$ cat src/design/stlr_pkg.sv
package stlr_pkg;

	// table geometry
	localparam int SLOTS    = 8;
	localparam int KEY_BITS = 64;
	localparam int TS_W     = 32;
	localparam int WIN_W    = 16;
	localparam int SLOT_W   = (SLOTS > 1) ? $clog2(SLOTS) : 1;
	localparam int CNT_W    = $clog2(SLOTS + 1);
	localparam int ENTRY_W  = KEY_BITS + TS_W;

	// result field widths
	localparam int OUT_SLOT_W  = 3;
	localparam int OUT_COUNT_W = 4;

	// item modes
	localparam logic MODE_ACCESS  = 1'b0;
	localparam logic MODE_RELEASE = 1'b1;

	// register indexes (word address bit 2)
	localparam logic REG_ONLINE_WIN  = 1'b0;
	localparam logic REG_RELOGIN_WIN = 1'b1;

	// register reset values
	localparam logic [WIN_W-1:0] ONLINE_WIN_RST  = 16'd900;
	localparam logic [WIN_W-1:0] RELOGIN_WIN_RST = 16'd60;

	typedef logic [SLOT_W-1:0] slot_idx_t;
	typedef logic [SLOTS-1:0]  slot_vec_t;

	// slot index as reported: low three bits
	function automatic logic [OUT_SLOT_W-1:0] slot_out(input slot_idx_t idx);
		logic [SLOT_W+OUT_SLOT_W-1:0] wide;
		wide = {{OUT_SLOT_W{1'b0}}, idx};
		return wide[OUT_SLOT_W-1:0];
	endfunction

	// population count of a slot vector, saturated to the result width
	function automatic logic [OUT_COUNT_W-1:0] count_sat(input slot_vec_t v);
		logic [CNT_W+OUT_COUNT_W-1:0] n;
		n = '0;
		for (int i = 0; i < SLOTS; i++) begin
			n = n + (CNT_W + OUT_COUNT_W)'(v[i]);
		end
		if (n > (CNT_W + OUT_COUNT_W)'((1 << OUT_COUNT_W) - 1)) begin
			return {OUT_COUNT_W{1'b1}};
		end
		return n[OUT_COUNT_W-1:0];
	endfunction

endpackage

$ cat src/design/stlr_ifs.sv
// request channel: one access or release item
interface stlr_req_if;
	logic                          valid;
	logic                          ready;
	logic                          mode;
	logic [stlr_pkg::KEY_BITS-1:0] user_key;
	logic [stlr_pkg::TS_W-1:0]     now_secs;
	logic                          admin;
	logic                          user_known;

	modport source (output valid, mode, user_key, now_secs, admin, user_known, input ready);
	modport sink   (input valid, mode, user_key, now_secs, admin, user_known, output ready);
endinterface

// response channel: one result per item
interface stlr_rsp_if;
	logic                             valid;
	logic                             ready;
	logic [stlr_pkg::OUT_SLOT_W-1:0]  slot;
	logic                             hit;
	logic                             evicted;
	logic                             fast_rejoin;
	logic [stlr_pkg::OUT_COUNT_W-1:0] online_count;

	modport source (output valid, slot, hit, evicted, fast_rejoin, online_count, input ready);
	modport sink   (input valid, slot, hit, evicted, fast_rejoin, online_count, output ready);
endinterface

$ cat src/design/stlr_ram.sv
module stlr_ram #(
	parameter int DEPTH = 8,
	parameter int WIDTH = 96
) (
	input  logic                                      clk,
	input  logic                                      we,
	input  logic [((DEPTH > 1) ? $clog2(DEPTH) : 1)-1:0] waddr,
	input  logic [WIDTH-1:0]                          wdata,
	input  logic [((DEPTH > 1) ? $clog2(DEPTH) : 1)-1:0] raddr,
	output logic [WIDTH-1:0]                          rdata
);

	logic [WIDTH-1:0] mem [DEPTH];

	// write port
	always_ff @(posedge clk) begin
		if (we) begin
			mem[waddr] <= wdata;
		end
	end

	// registered read port
	always_ff @(posedge clk) begin
		rdata <= mem[raddr];
	end

endmodule

$ cat src/design/session_table_lru_replace.sv
// Channel  Dir  Transfer when           Payload
// req      in   req.valid & req.ready   mode, user_key, now_secs, admin, user_known
// rsp      out  rsp.valid & rsp.ready   slot, hit, evicted, fast_rejoin, online_count
// apb      in   psel & penable & pwrite online_window_secs (0x0), relogin_window_secs (0x4)
//
// An item passes through the transfer, one read of the key/stamp memory per slot, the
// registered read data of the last slot, and a write-back.
// Reset clears all slot flags and loads the window registers; the memory is not cleared.
// req.ready is high only between items; a result held in the output register
// does not block the next item, but write-back waits until that register is free.
module session_table_lru_replace (
	input  logic                 clk,
	input  logic                 arst_n,
	stlr_req_if.sink             req,
	stlr_rsp_if.source           rsp,
	input  logic                 psel,
	input  logic                 penable,
	input  logic                 pwrite,
	input  logic [2:0]           paddr,
	input  logic [31:0]          pwdata,
	output logic [31:0]          prdata,
	output logic                 pready
);

	localparam logic [1:0] ST_IDLE  = 2'd0;
	localparam logic [1:0] ST_SCAN  = 2'd1;
	localparam logic [1:0] ST_WRITE = 2'd2;

	localparam int KB = stlr_pkg::KEY_BITS;
	localparam int TW = stlr_pkg::TS_W;
	localparam int SW = stlr_pkg::SLOT_W;

	logic [1:0] state_q;

	// configuration
	logic [stlr_pkg::WIN_W-1:0] online_win_q;
	logic [stlr_pkg::WIN_W-1:0] relogin_win_q;

	// latched item
	logic          mode_q;
	logic [KB-1:0] key_q;
	logic [TW-1:0] now_q;
	logic          admin_q;
	logic          known_q;

	// slot flags
	stlr_pkg::slot_vec_t act_q;
	stlr_pkg::slot_vec_t sys_q;
	stlr_pkg::slot_vec_t reg_q;

	// scan control
	logic [SW:0]         cnt_q;
	logic                rd_vld_s1;
	stlr_pkg::slot_idx_t rd_idx_s1;

	// scan results
	logic                match_q;
	stlr_pkg::slot_idx_t match_idx_q;
	logic [TW-1:0]       match_stamp_q;
	logic                match_reg_q;
	logic                match_sys_q;
	logic                free_q;
	stlr_pkg::slot_idx_t free_idx_q;
	logic                vic_q;
	stlr_pkg::slot_idx_t vic_idx_q;
	logic [TW-1:0]       vic_stamp_q;
	stlr_pkg::slot_vec_t online_q;

	// output register
	logic                                 out_vld_q;
	logic [stlr_pkg::OUT_SLOT_W-1:0]      out_slot_q;
	logic                                 out_hit_q;
	logic                                 out_evict_q;
	logic                                 out_quick_q;
	logic [stlr_pkg::OUT_COUNT_W-1:0]     out_count_q;

	// memory signals
	logic                          mem_we;
	stlr_pkg::slot_idx_t           mem_raddr;
	logic [stlr_pkg::ENTRY_W-1:0]  mem_rdata;
	logic [KB-1:0]                 rd_key;
	logic [TW-1:0]                 rd_stamp;
	logic [TW-1:0]                 rd_age;

	// write-back decision
	logic                req_xfer;
	logic                wb_go;
	stlr_pkg::slot_idx_t wb_slot;
	logic                wb_hit;
	logic                wb_evict;
	logic                wb_quick;
	logic                wb_flags;
	logic                wb_act;
	logic                wb_sys;
	logic                wb_reg;
	stlr_pkg::slot_vec_t act_n;
	stlr_pkg::slot_vec_t reg_n;
	stlr_pkg::slot_vec_t online_n;
	logic [TW-1:0]       match_age;
	logic                last_rd;
	logic                cfg_we;

	assign req_xfer = req.valid && req.ready;
	assign req.ready = (state_q == ST_IDLE);
	assign wb_go = (state_q == ST_WRITE) && (!out_vld_q || rsp.ready);
	assign last_rd = rd_vld_s1 && (rd_idx_s1 == SW'(stlr_pkg::SLOTS - 1));

	// configuration port
	assign pready = 1'b1;
	assign cfg_we = psel && penable && pwrite;

	always_comb begin
		unique case (paddr[2])
			stlr_pkg::REG_ONLINE_WIN:  prdata = {16'b0, online_win_q};
			stlr_pkg::REG_RELOGIN_WIN: prdata = {16'b0, relogin_win_q};
			default:                   prdata = '0;
		endcase
	end

	always_ff @(posedge clk or negedge arst_n) begin
		if (!arst_n) begin
			online_win_q  <= stlr_pkg::ONLINE_WIN_RST;
			relogin_win_q <= stlr_pkg::RELOGIN_WIN_RST;
		end else if (cfg_we) begin
			unique case (paddr[2])
				stlr_pkg::REG_ONLINE_WIN:  online_win_q  <= pwdata[stlr_pkg::WIN_W-1:0];
				stlr_pkg::REG_RELOGIN_WIN: relogin_win_q <= pwdata[stlr_pkg::WIN_W-1:0];
				default: ;
			endcase
		end
	end

	// key and stamp memory
	assign mem_raddr = cnt_q[SW-1:0];
	assign mem_we = wb_go && (mode_q == stlr_pkg::MODE_ACCESS);

	stlr_ram #(
		.DEPTH(stlr_pkg::SLOTS),
		.WIDTH(stlr_pkg::ENTRY_W)
	) u_ram (
		.clk   (clk),
		.we    (mem_we),
		.waddr (wb_slot),
		.wdata ({key_q, now_q}),
		.raddr (mem_raddr),
		.rdata (mem_rdata)
	);

	assign rd_key   = mem_rdata[stlr_pkg::ENTRY_W-1:TW];
	assign rd_stamp = mem_rdata[TW-1:0];
	assign rd_age   = now_q - rd_stamp;

	// sequencer
	always_ff @(posedge clk or negedge arst_n) begin
		if (!arst_n) begin
			state_q   <= ST_IDLE;
			cnt_q     <= '0;
			rd_vld_s1 <= 1'b0;
		end else begin
			rd_vld_s1 <= (state_q == ST_SCAN) && (cnt_q < (SW + 1)'(stlr_pkg::SLOTS));
			unique case (state_q)
				ST_IDLE: begin
					cnt_q <= '0;
					if (req_xfer) begin
						state_q <= ST_SCAN;
					end
				end
				ST_SCAN: begin
					if (cnt_q < (SW + 1)'(stlr_pkg::SLOTS)) begin
						cnt_q <= cnt_q + 1'b1;
					end
					if (last_rd) begin
						state_q <= ST_WRITE;
					end
				end
				ST_WRITE: begin
					if (wb_go) begin
						state_q <= ST_IDLE;
					end
				end
				default: state_q <= ST_IDLE;
			endcase
		end
	end

	// read index: the read address, registered alongside the memory read
	always_ff @(posedge clk) begin
		rd_idx_s1 <= cnt_q[SW-1:0];
	end

	// latch the item
	always_ff @(posedge clk) begin
		if (req_xfer) begin
			mode_q  <= req.mode;
			key_q   <= req.user_key;
			now_q   <= req.now_secs;
			admin_q <= req.admin;
			known_q <= req.user_known;
		end
	end

	// walk the slots: match, first free slot, oldest unpinned slot, online marks
	always_ff @(posedge clk) begin
		if (req_xfer) begin
			match_q <= 1'b0;
			free_q  <= 1'b0;
			vic_q   <= 1'b0;
		end else if (rd_vld_s1) begin
			if (act_q[rd_idx_s1] && (rd_key == key_q) && !match_q) begin
				match_q       <= 1'b1;
				match_idx_q   <= rd_idx_s1;
				match_stamp_q <= rd_stamp;
				match_reg_q   <= reg_q[rd_idx_s1];
				match_sys_q   <= sys_q[rd_idx_s1];
			end
			if (!act_q[rd_idx_s1] && !free_q) begin
				free_q     <= 1'b1;
				free_idx_q <= rd_idx_s1;
			end
			if (act_q[rd_idx_s1] && !sys_q[rd_idx_s1] &&
			    (!vic_q || (rd_stamp < vic_stamp_q))) begin
				vic_q       <= 1'b1;
				vic_idx_q   <= rd_idx_s1;
				vic_stamp_q <= rd_stamp;
			end
			online_q[rd_idx_s1] <= (rd_age <= {16'b0, online_win_q});
		end
	end

	// decide slot, flags and result fields
	assign match_age = now_q - match_stamp_q;

	always_comb begin
		wb_slot  = '0;
		wb_hit   = 1'b0;
		wb_evict = 1'b0;
		wb_quick = 1'b0;
		wb_flags = 1'b0;
		wb_act   = 1'b0;
		wb_sys   = 1'b0;
		wb_reg   = 1'b0;
		if (mode_q == stlr_pkg::MODE_RELEASE) begin
			if (match_q) begin
				wb_slot  = match_idx_q;
				wb_hit   = 1'b1;
				wb_flags = 1'b1;
			end
		end else begin
			wb_flags = 1'b1;
			wb_act   = 1'b1;
			wb_reg   = known_q;
			if (match_q) begin
				wb_slot  = match_idx_q;
				wb_hit   = 1'b1;
				wb_quick = match_reg_q && (match_age < {16'b0, relogin_win_q});
				wb_sys   = match_sys_q || admin_q;
			end else begin
				wb_sys = admin_q;
				if (free_q) begin
					wb_slot = free_idx_q;
				end else begin
					wb_evict = 1'b1;
					if (vic_q) begin
						wb_slot = vic_idx_q;
					end
				end
			end
		end
	end

	// flag vectors after the update, for the online count
	always_comb begin
		act_n    = act_q;
		reg_n    = reg_q;
		online_n = online_q;
		if (wb_flags) begin
			act_n[wb_slot] = wb_act;
			reg_n[wb_slot] = wb_reg;
			if (wb_act) begin
				online_n[wb_slot] = 1'b1;
			end
		end
	end

	// write back the flags
	always_ff @(posedge clk or negedge arst_n) begin
		if (!arst_n) begin
			act_q <= '0;
			sys_q <= '0;
			reg_q <= '0;
		end else if (wb_go && wb_flags) begin
			act_q[wb_slot] <= wb_act;
			sys_q[wb_slot] <= wb_sys;
			reg_q[wb_slot] <= wb_reg;
		end
	end

	// output register
	always_ff @(posedge clk or negedge arst_n) begin
		if (!arst_n) begin
			out_vld_q <= 1'b0;
		end else if (wb_go) begin
			out_vld_q <= 1'b1;
		end else if (rsp.ready) begin
			out_vld_q <= 1'b0;
		end
	end

	always_ff @(posedge clk) begin
		if (wb_go) begin
			out_slot_q  <= stlr_pkg::slot_out(wb_slot);
			out_hit_q   <= wb_hit;
			out_evict_q <= wb_evict;
			out_quick_q <= wb_quick;
			out_count_q <= stlr_pkg::count_sat(act_n & reg_n & online_n);
		end
	end

	assign rsp.valid         = out_vld_q;
	assign rsp.slot          = out_slot_q;
	assign rsp.hit           = out_hit_q;
	assign rsp.evicted       = out_evict_q;
	assign rsp.fast_rejoin   = out_quick_q;
	assign rsp.online_count  = out_count_q;

	// a new result appears only after a write-back
	a_rsp_after_wb: assert property (@(posedge clk) disable iff (!arst_n)
		$rose(rsp.valid) |-> $past(state_q == ST_WRITE))
		else $error("result raised without write-back");

	// a hit never replaces a session
	a_hit_no_evict: assert property (@(posedge clk) disable iff (!arst_n)
		rsp.valid && rsp.hit |-> !rsp.evicted)
		else $error("hit reported with eviction");

	// quick relogin implies a hit
	a_quick_hit: assert property (@(posedge clk) disable iff (!arst_n)
		rsp.valid && rsp.fast_rejoin |-> rsp.hit)
		else $error("quick relogin without hit");

	// the scan counter never goes past the slot count
	a_scan_bound: assert property (@(posedge clk) disable iff (!arst_n)
		state_q == ST_SCAN |-> cnt_q <= (SW + 1)'(stlr_pkg::SLOTS))
		else $error("scan counter out of range");

	// a write-back leaves the chosen slot's active flag in the requested state
	a_wb_flags: assert property (@(posedge clk) disable iff (!arst_n)
		wb_go && wb_flags |=> act_q[$past(wb_slot)] == $past(wb_act))
		else $error("slot flag not written back");

endmodule

$ cat src/flat_wrapper.sv
// flat-port wrapper written by rule: the top's interface ports become plain ports
module session_table_lru_replace_flat 
  (clk, arst_n, psel, penable, pwrite, paddr, pwdata, prdata, pready, req_valid, req_mode, req_user_key, req_now_secs, req_admin, req_user_known, req_ready, rsp_valid, rsp_slot, rsp_hit, rsp_evicted, rsp_fast_rejoin, rsp_online_count, rsp_ready);
  stlr_req_if req_i ();
  stlr_rsp_if rsp_i ();
  input  logic clk;
  input  logic arst_n;
  input  logic psel;
  input  logic penable;
  input  logic pwrite;
  input  logic [2:0] paddr;
  input  logic [31:0] pwdata;
  output logic [31:0] prdata;
  output logic pready;
  input wire logic [$bits(req_i.valid)-1:0] req_valid;
  input wire logic [$bits(req_i.mode)-1:0] req_mode;
  input wire logic [$bits(req_i.user_key)-1:0] req_user_key;
  input wire logic [$bits(req_i.now_secs)-1:0] req_now_secs;
  input wire logic [$bits(req_i.admin)-1:0] req_admin;
  input wire logic [$bits(req_i.user_known)-1:0] req_user_known;
  output wire logic [$bits(req_i.ready)-1:0] req_ready;
  output wire logic [$bits(rsp_i.valid)-1:0] rsp_valid;
  output wire logic [$bits(rsp_i.slot)-1:0] rsp_slot;
  output wire logic [$bits(rsp_i.hit)-1:0] rsp_hit;
  output wire logic [$bits(rsp_i.evicted)-1:0] rsp_evicted;
  output wire logic [$bits(rsp_i.fast_rejoin)-1:0] rsp_fast_rejoin;
  output wire logic [$bits(rsp_i.online_count)-1:0] rsp_online_count;
  input wire logic [$bits(rsp_i.ready)-1:0] rsp_ready;
  assign req_i.valid = req_valid;
  assign req_i.mode = req_mode;
  assign req_i.user_key = req_user_key;
  assign req_i.now_secs = req_now_secs;
  assign req_i.admin = req_admin;
  assign req_i.user_known = req_user_known;
  assign req_ready = req_i.ready;
  assign rsp_valid = rsp_i.valid;
  assign rsp_slot = rsp_i.slot;
  assign rsp_hit = rsp_i.hit;
  assign rsp_evicted = rsp_i.evicted;
  assign rsp_fast_rejoin = rsp_i.fast_rejoin;
  assign rsp_online_count = rsp_i.online_count;
  assign rsp_i.ready = rsp_ready;
  session_table_lru_replace u_core (.clk(clk), .arst_n(arst_n), .req(req_i), .rsp(rsp_i), .psel(psel), .penable(penable), .pwrite(pwrite), .paddr(paddr), .pwdata(pwdata), .prdata(prdata), .pready(pready));
endmodule
$ cat config.mk
export PLATFORM = sky130hd
export DESIGN_NAME = session_table_lru_replace_flat
export DESIGN_NICKNAME = d
export VERILOG_FILES = /design/src/design/stlr_pkg.sv /design/src/design/stlr_ifs.sv /design/src/design/stlr_ram.sv /design/src/design/session_table_lru_replace.sv /design/src/flat_wrapper.sv
export SDC_FILE = /design/constraint.sdc
export NUM_CORES = 1
export LEC_CHECK = 0
export CAP_MARGIN = 25
export CORE_MARGIN = 1
export CORE_UTILIZATION = 63
export DETAILED_ROUTE_END_ITERATION = 8
export DONT_BUFFER_PORTS = 1
export GPL_TIMING_DRIVEN = 1
export HOLD_SLACK_MARGIN = 0.05
export PLACE_DENSITY = 0.81
export SYNTH_ARGS = -nofsm -noshare
export SYNTH_HDL_FRONTEND = slang
export SYNTH_SLANG_ARGS = --single-unit
$ cat constraint.sdc
create_clock -name clk -period 11.5 [get_ports clk]
set_input_delay 0.575 -clock clk [delete_from_list [all_inputs] [get_ports clk]]
set_output_delay 0.575 -clock clk [all_outputs]
set_load 0.05 [all_outputs]
# After elaboration in Yosys (flattened, before gate mapping)
# Memory sizes are Yosys's and may differ from the RTL's. A register that Yosys moved wholly into a read port is not among the register bits.
# Index checks and enable logic that the tools add are counted.
# W data, S select, Z words.
# classes
addsub	10
magnitude_cmp	9
n_eq_ne	8
muxes	45
bitwise_logic	7
n_reduce_logical	41
# op_table
operator	count
$eq A64 B64 Y1	1
$pmux W32 S2	1
$sub A32 B32 Y32	2
$add A8 B1 Y8	6
$bwmux W8	4
$le A32 B16 Y1	1
$lt A32 B16 Y1	1
$lt A32 B32 Y1	1
$mux W8	4
$mux W1	18
$and A8 B8 Y8	2
$logic_and A1 B1 Y1	16
$mux W3	5
$reduce_and A2 Y1	7
$mux W4	3
$reduce_and A3 Y1	4
$bmux W1 S3	3
$gt A8 B4 Y1 const B	1
$lt A3 B4 Y1 const B	2
$or A8 B8 Y8	1
$pmux W4 S2	1
$demux W1 S3	2
$ge A3 B1 Y1 const B	2
$logic_not A1 Y1	6
15 further kinds	26
# word_totals
reg_bits	262
ram_bits	768
input_bits	141
out_inout_bits	45
elab_cells	152
mem_count	1
# memory_table
name	words	width	read_ports	rd_ports_with_merged_regs	wr	line_no	source
u_core.u_ram.mem	8	96	1	1	1	stlr_ram.sv:13	logic [WIDTH-1:0] mem [DEPTH];

# Logic depth before layout (Yosys ltp)
# logic_depth
word_depth	23
mapped_depth	20
ltp_nobuf	20

# By module
# Synthesis repeated with hierarchy kept, for this count alone.
# hier_totals
cells_unflattened	2679
area_unflattened_um2	46399.5
# modules_own_cells
mod	instances	cells_per_inst	area_each_um2	seq_area_each_um2
stlr_ram	1	1219	30805.8	24984.0
session_table_lru_replace	1	1460	15593.7	7497.2

# Worst setup path before layout
# Ideal clock, no wire load.
# synth_timing
path_type	register to register
from	reg u_core.out_vld_q, in the netlist u_core.rsp.valid
to	mem u_core.u_ram.mem[2][0], enable pin
setup_ns	0.668
arrival_time_ns	8.275
required_time_ns	10.832
slack_ns	2.557
stages_incl_launch_ff	6
path_buffers	1
synth_period_minus_slack_ns	8.943
cell_sequence	dfrtp_1 -> nand2b_1 -> nor2b_1 -> nand2_1 -> clkbuf_1 -> nor3_1
# synth_via
elab_chain_cells	6
# synth_rtl
element	line_no	source
start, declared	session_table_lru_replace.sv:70	logic out_vld_q;
start signal, assigned	session_table_lru_replace.sv:301	out_vld_q <= 1'b0;
start signal, assigned	session_table_lru_replace.sv:303	out_vld_q <= 1'b1;
start signal, assigned	session_table_lru_replace.sv:305	out_vld_q <= 1'b0;
$logic_not A1 Y1	session_table_lru_replace.sv:105	assign wb_go = (state_q == ST_WRITE) && (!out_vld_q || rsp.ready);
$logic_or A1 B1 Y1	session_table_lru_replace.sv:105	
$logic_and A1 B1 Y1	session_table_lru_replace.sv:105	
net u_core.wb_go	session_table_lru_replace.sv:87	logic wb_go;
$logic_and A1 B1 Y1	session_table_lru_replace.sv:135	assign mem_we = wb_go && (mode_q == stlr_pkg::MODE_ACCESS);
$mux W1	stlr_ram.sv:17	if (we) begin
$mux W1 (implied by the code)	stlr_ram.sv:18	mem[waddr] <= wdata;
end, declared	stlr_ram.sv:13	
# The timed path passes the listed nets, and every way through them passes these cells.

# Worst setup path after layout
# layout_timing
from	reg u_core.now_q[0]
to	reg u_core.online_q[3] (data pin)
# layout_via
elab_chain_cells	3
# layout_rtl
element	line_no	source
start, declared	session_table_lru_replace.sv:42	logic [TW-1:0] now_q;
start signal, assigned	session_table_lru_replace.sv:196	now_q <= req.now_secs;
$sub A32 B32 Y32	session_table_lru_replace.sv:151	assign rd_age = now_q - rd_stamp;
$le A32 B16 Y1	session_table_lru_replace.sv:226	online_q[rd_idx_s1] <= (rd_age <= {16'b0, online_win_q});
$bwmux W8	session_table_lru_replace.sv:226	
end signal, assigned by index	session_table_lru_replace.sv:226	
end, declared	session_table_lru_replace.sv:67	stlr_pkg::slot_vec_t online_q;
# No other way between the ends.
# A chain may end at the register's enable or synchronous reset.

==> impl_metrics.json <==
{
  "avgSynthCellArea_um2": 17.2,
  "p_leak_uw": 0.0183,
  "worst_pin_slew_ns": 1.12,
  "max_slew_margin_pct": 25.4,
  "clk_pin_slew_ns": 0.06,
  "start_kind": "register",
  "setup_viol": 0,
  "syn2layout_area_growth_pct": 13.2,
  "finalWirelength_um": 105000,
  "viasPerCell": 6.42,
  "async_reset_ff_share_pct": 5.68,
  "path_cells": "inv_1, ha_1, fa_1, nand2b_1, a21oi_1, o21ai_0, o21ai_0, xor2_1, ha_1, nand4_1, nor4_1, nor2_1, o31ai_1, o2111ai_1, nor4b_2, nand4_1, nor4_1, and4b_1",
  "hold_viol": 0,
  "slowest_stage": "nor4_1",
  "fin_ws_ns": 5.99,
  "synth_edf_count": 960,
  "synth_area_um2": 46300,
  "grt-ovfl-total": 0,
  "worstSetupPathType": "reg2reg",
  "power.density_nw_per_um2": 229,
  "via_count": 25120,
  "fin_setup_tns_ns": 0,
  "row_count": 99,
  "period_share_pct": 47.9,
  "cts_tree": "yes",
  "grt_pass1_vias": 25921,
  "end_kind": "register",
  "cts.sinks": 1126,
  "synth-seq-cells": 1126,
  "cts_max_path_buffers": 3,
  "crit_required_ns": 11.90,
  "layout.nets": 3134,
  "ys_seq_area_share_pct": 70.1,
  "cp_max_fo": 9,
  "initial_core_util_pct": 63.6,
  "pre_cts_ws_ns": 6.12,
  "synthCells": 2693,
  "grt_usage_pct": 28.5,
  "htree_levels": 3,
  "num_io_pins": 186,
  "final_period_minus_worst_setup_slack_ns": 5.51,
  "drt_iter0_markers": 2615,
  "yosys_warnings": 0,
  "synth-main-ff-cell": "edfxtp_1",
  "outcome": "completed",
  "layout_commonest_cell": "edfxtp_1",
  "layout_common_cells": "edfxtp_1, mux4_2, inv_1",
  "grt_pass1_wl_um": 157000,
  "synth_area_leaders": "edfxtp_1, mux4_2, dfxtp_1",
  "cts-root-buf": "clkbuf_16",
  "worstPathArrival_ns": 5.91,
  "yosysTopAreaCellShare_pct": 62.3,
  "grt_max_degree": 174,
  "clock_latency_ns": 0.71,
  "yosysUniqueCellTypes": 84,
  "fp.coreArea_um2": 72800,
  "hp-class": "in2reg",
  "max_freq_mhz": 181,
  "dieArea_um2": 74600,
  "dieWidth_um": 273,
  "maxCapViolCount": 0,
  "slowest_delay_ns": 0.51,
  "fin_util_pct": 72.0,
  "yosysTopAreaCell": "edfxtp_1",
  "gp_congestion": 0.883,
  "postCtsSetupRepairBufs": 0,
  "cts-resized-gates": 0,
  "ant_nets": 0,
  "dp_hpwl_um": 58400,
  "slew_violations": 0,
  "fin_skew_ns": 0.0858,
  "detail_route.first_pass.iterations": 6,
  "portBuffers": 0,
  "numCtsBuffers": 105,
  "layout-drive-gt1-share_pct": 19.0,
  "ctsHoldBuffers": 118,
  "routedWlPerCell_um": 26.9,
  "die_height_um": 273,
  "rsz0062_at_grt": "no",
  "antenna_found_initial": 8,
  "hold_ws_ns": 0.149,
  "ir_drop_v": 0.000214,
  "remaining_drc_errors": 0
}
## per-stage QoR
| step | power (uW) | area, um2 | cells |
|---|---|---|---|
| 6_report | 12000 | 52400 | 3914 |
| 5_1_grt | 12500 | 52400 | 3913 |
| 4_1_cts | 12100 | 52300 | 3905 |
| 3_5_place_dp | 8270 | 47400 | 3588 |
| 3_3_place_gp | 8160 | 47400 | 3588 |
| 2_1_floorplan | 7500 | 46400 | 2708 |
## worst max-delay path, delay by kind of cell (launching register included)
family,cells,cell delay (ns)
simple gates,8,2.21
flops,1,0.50
xor+xnor,1,0.12
fa+ha+maj,3,0.98
buf+inv,1,0.16
compound gates,5,1.25
## layout make-up
type	instances	area, um2
Clock buffer	131	2800
Timing Repair Buffer	146	1520
Inverter	179	674
Fill cell	4227	20400
Tap cell	959	1200
Antenna cell	4	10.0
Sequential cell	1126	32500
Multi-Input combinational cell	1301	12800
Clock inverter	68	958
## Yosys cell counts (all sizes together), types with 38 or more instances
master	instances
nand4	39
mux2	142
xor2	57
nor2	89
dfxtp	102
edfxtp	960
o21ai	84
a21oi	80
mux4	192
buf	43
a21o	38
dfrtp	56
nand2	98
inv	179
ha	128
clkbuf	59
## report_power, final
group	switching [uW]	total [uW]	internal [uW]
sequential	390	5230	4840
combinational	1610	3080	1460
clock	1570	3720	2150
## metal layers
| metal | share of wire [%] | global-route usage, % | up-vias |
|---|---|---|---|
| li1 | - | - | 10842 |
| met2 | 52 | 49.5 | 1116 |
| met5 | 0.046 | 0 | - |
| met1 | 39 | 37.3 | 12928 |
| met4 | 2.9 | 9.19 | 8 |
| met3 | 6.0 | 3.85 | 226 |
## worst paths after layout
kind | start | endpoint | slack, ns | depth (start not counted)
max reg2reg | u_core.now_q[0] | u_core.online_q[3] | 5.99 | 18
min in group asynchronous | arst_n | u_core.online_win_q[15] | 0.43 | 2
max in group asynchronous | arst_n | u_core.cnt_q[2] | 10.70 | 2
min reg2reg | u_core.u_ram.rdata[21] | u_core.match_stamp_q[21] | 0.48 | 0
max | u_core.now_q[0] | u_core.online_q[3] | 5.99 | 18
min | rsp_ready | u_core.state_q[1] | 0.15 | 2
## state kept, by name (all words and copies together), names as in the netlist, 8 cells and up
name / cells
u_core.u_ram.rdata: 96
u_core.vic_stamp_q: 32
u_core.reg_q: 8
u_core.act_q: 8
u_core.relogin_win_q: 16
u_core.online_win_q: 16
u_core.sys_q: 8
u_core.u_ram.mem: 768
u_core.online_q: 8
u_core.match_stamp_q: 32
u_core.key_q: 64
u_core.now_q: 32
## cells by family (layout without fill, tap and decap cells)
kind of cell	Yosys count	after routing	share of synthesized area [%]
XOR/XNOR	91	91	1.72
AND/OR/NAND/NOR	364	364	3.89
AO/OA/AOI/OAI	345	345	4.87
buffers and inverters	281	524	2.51
other	2	21	0.0162
flip-flops	1126	1126	70.1
adder cells (fa/ha/maj)	134	134	3.72
multiplexers	350	350	13.1
No activity file was read; power rests on OpenSTA's default activity.
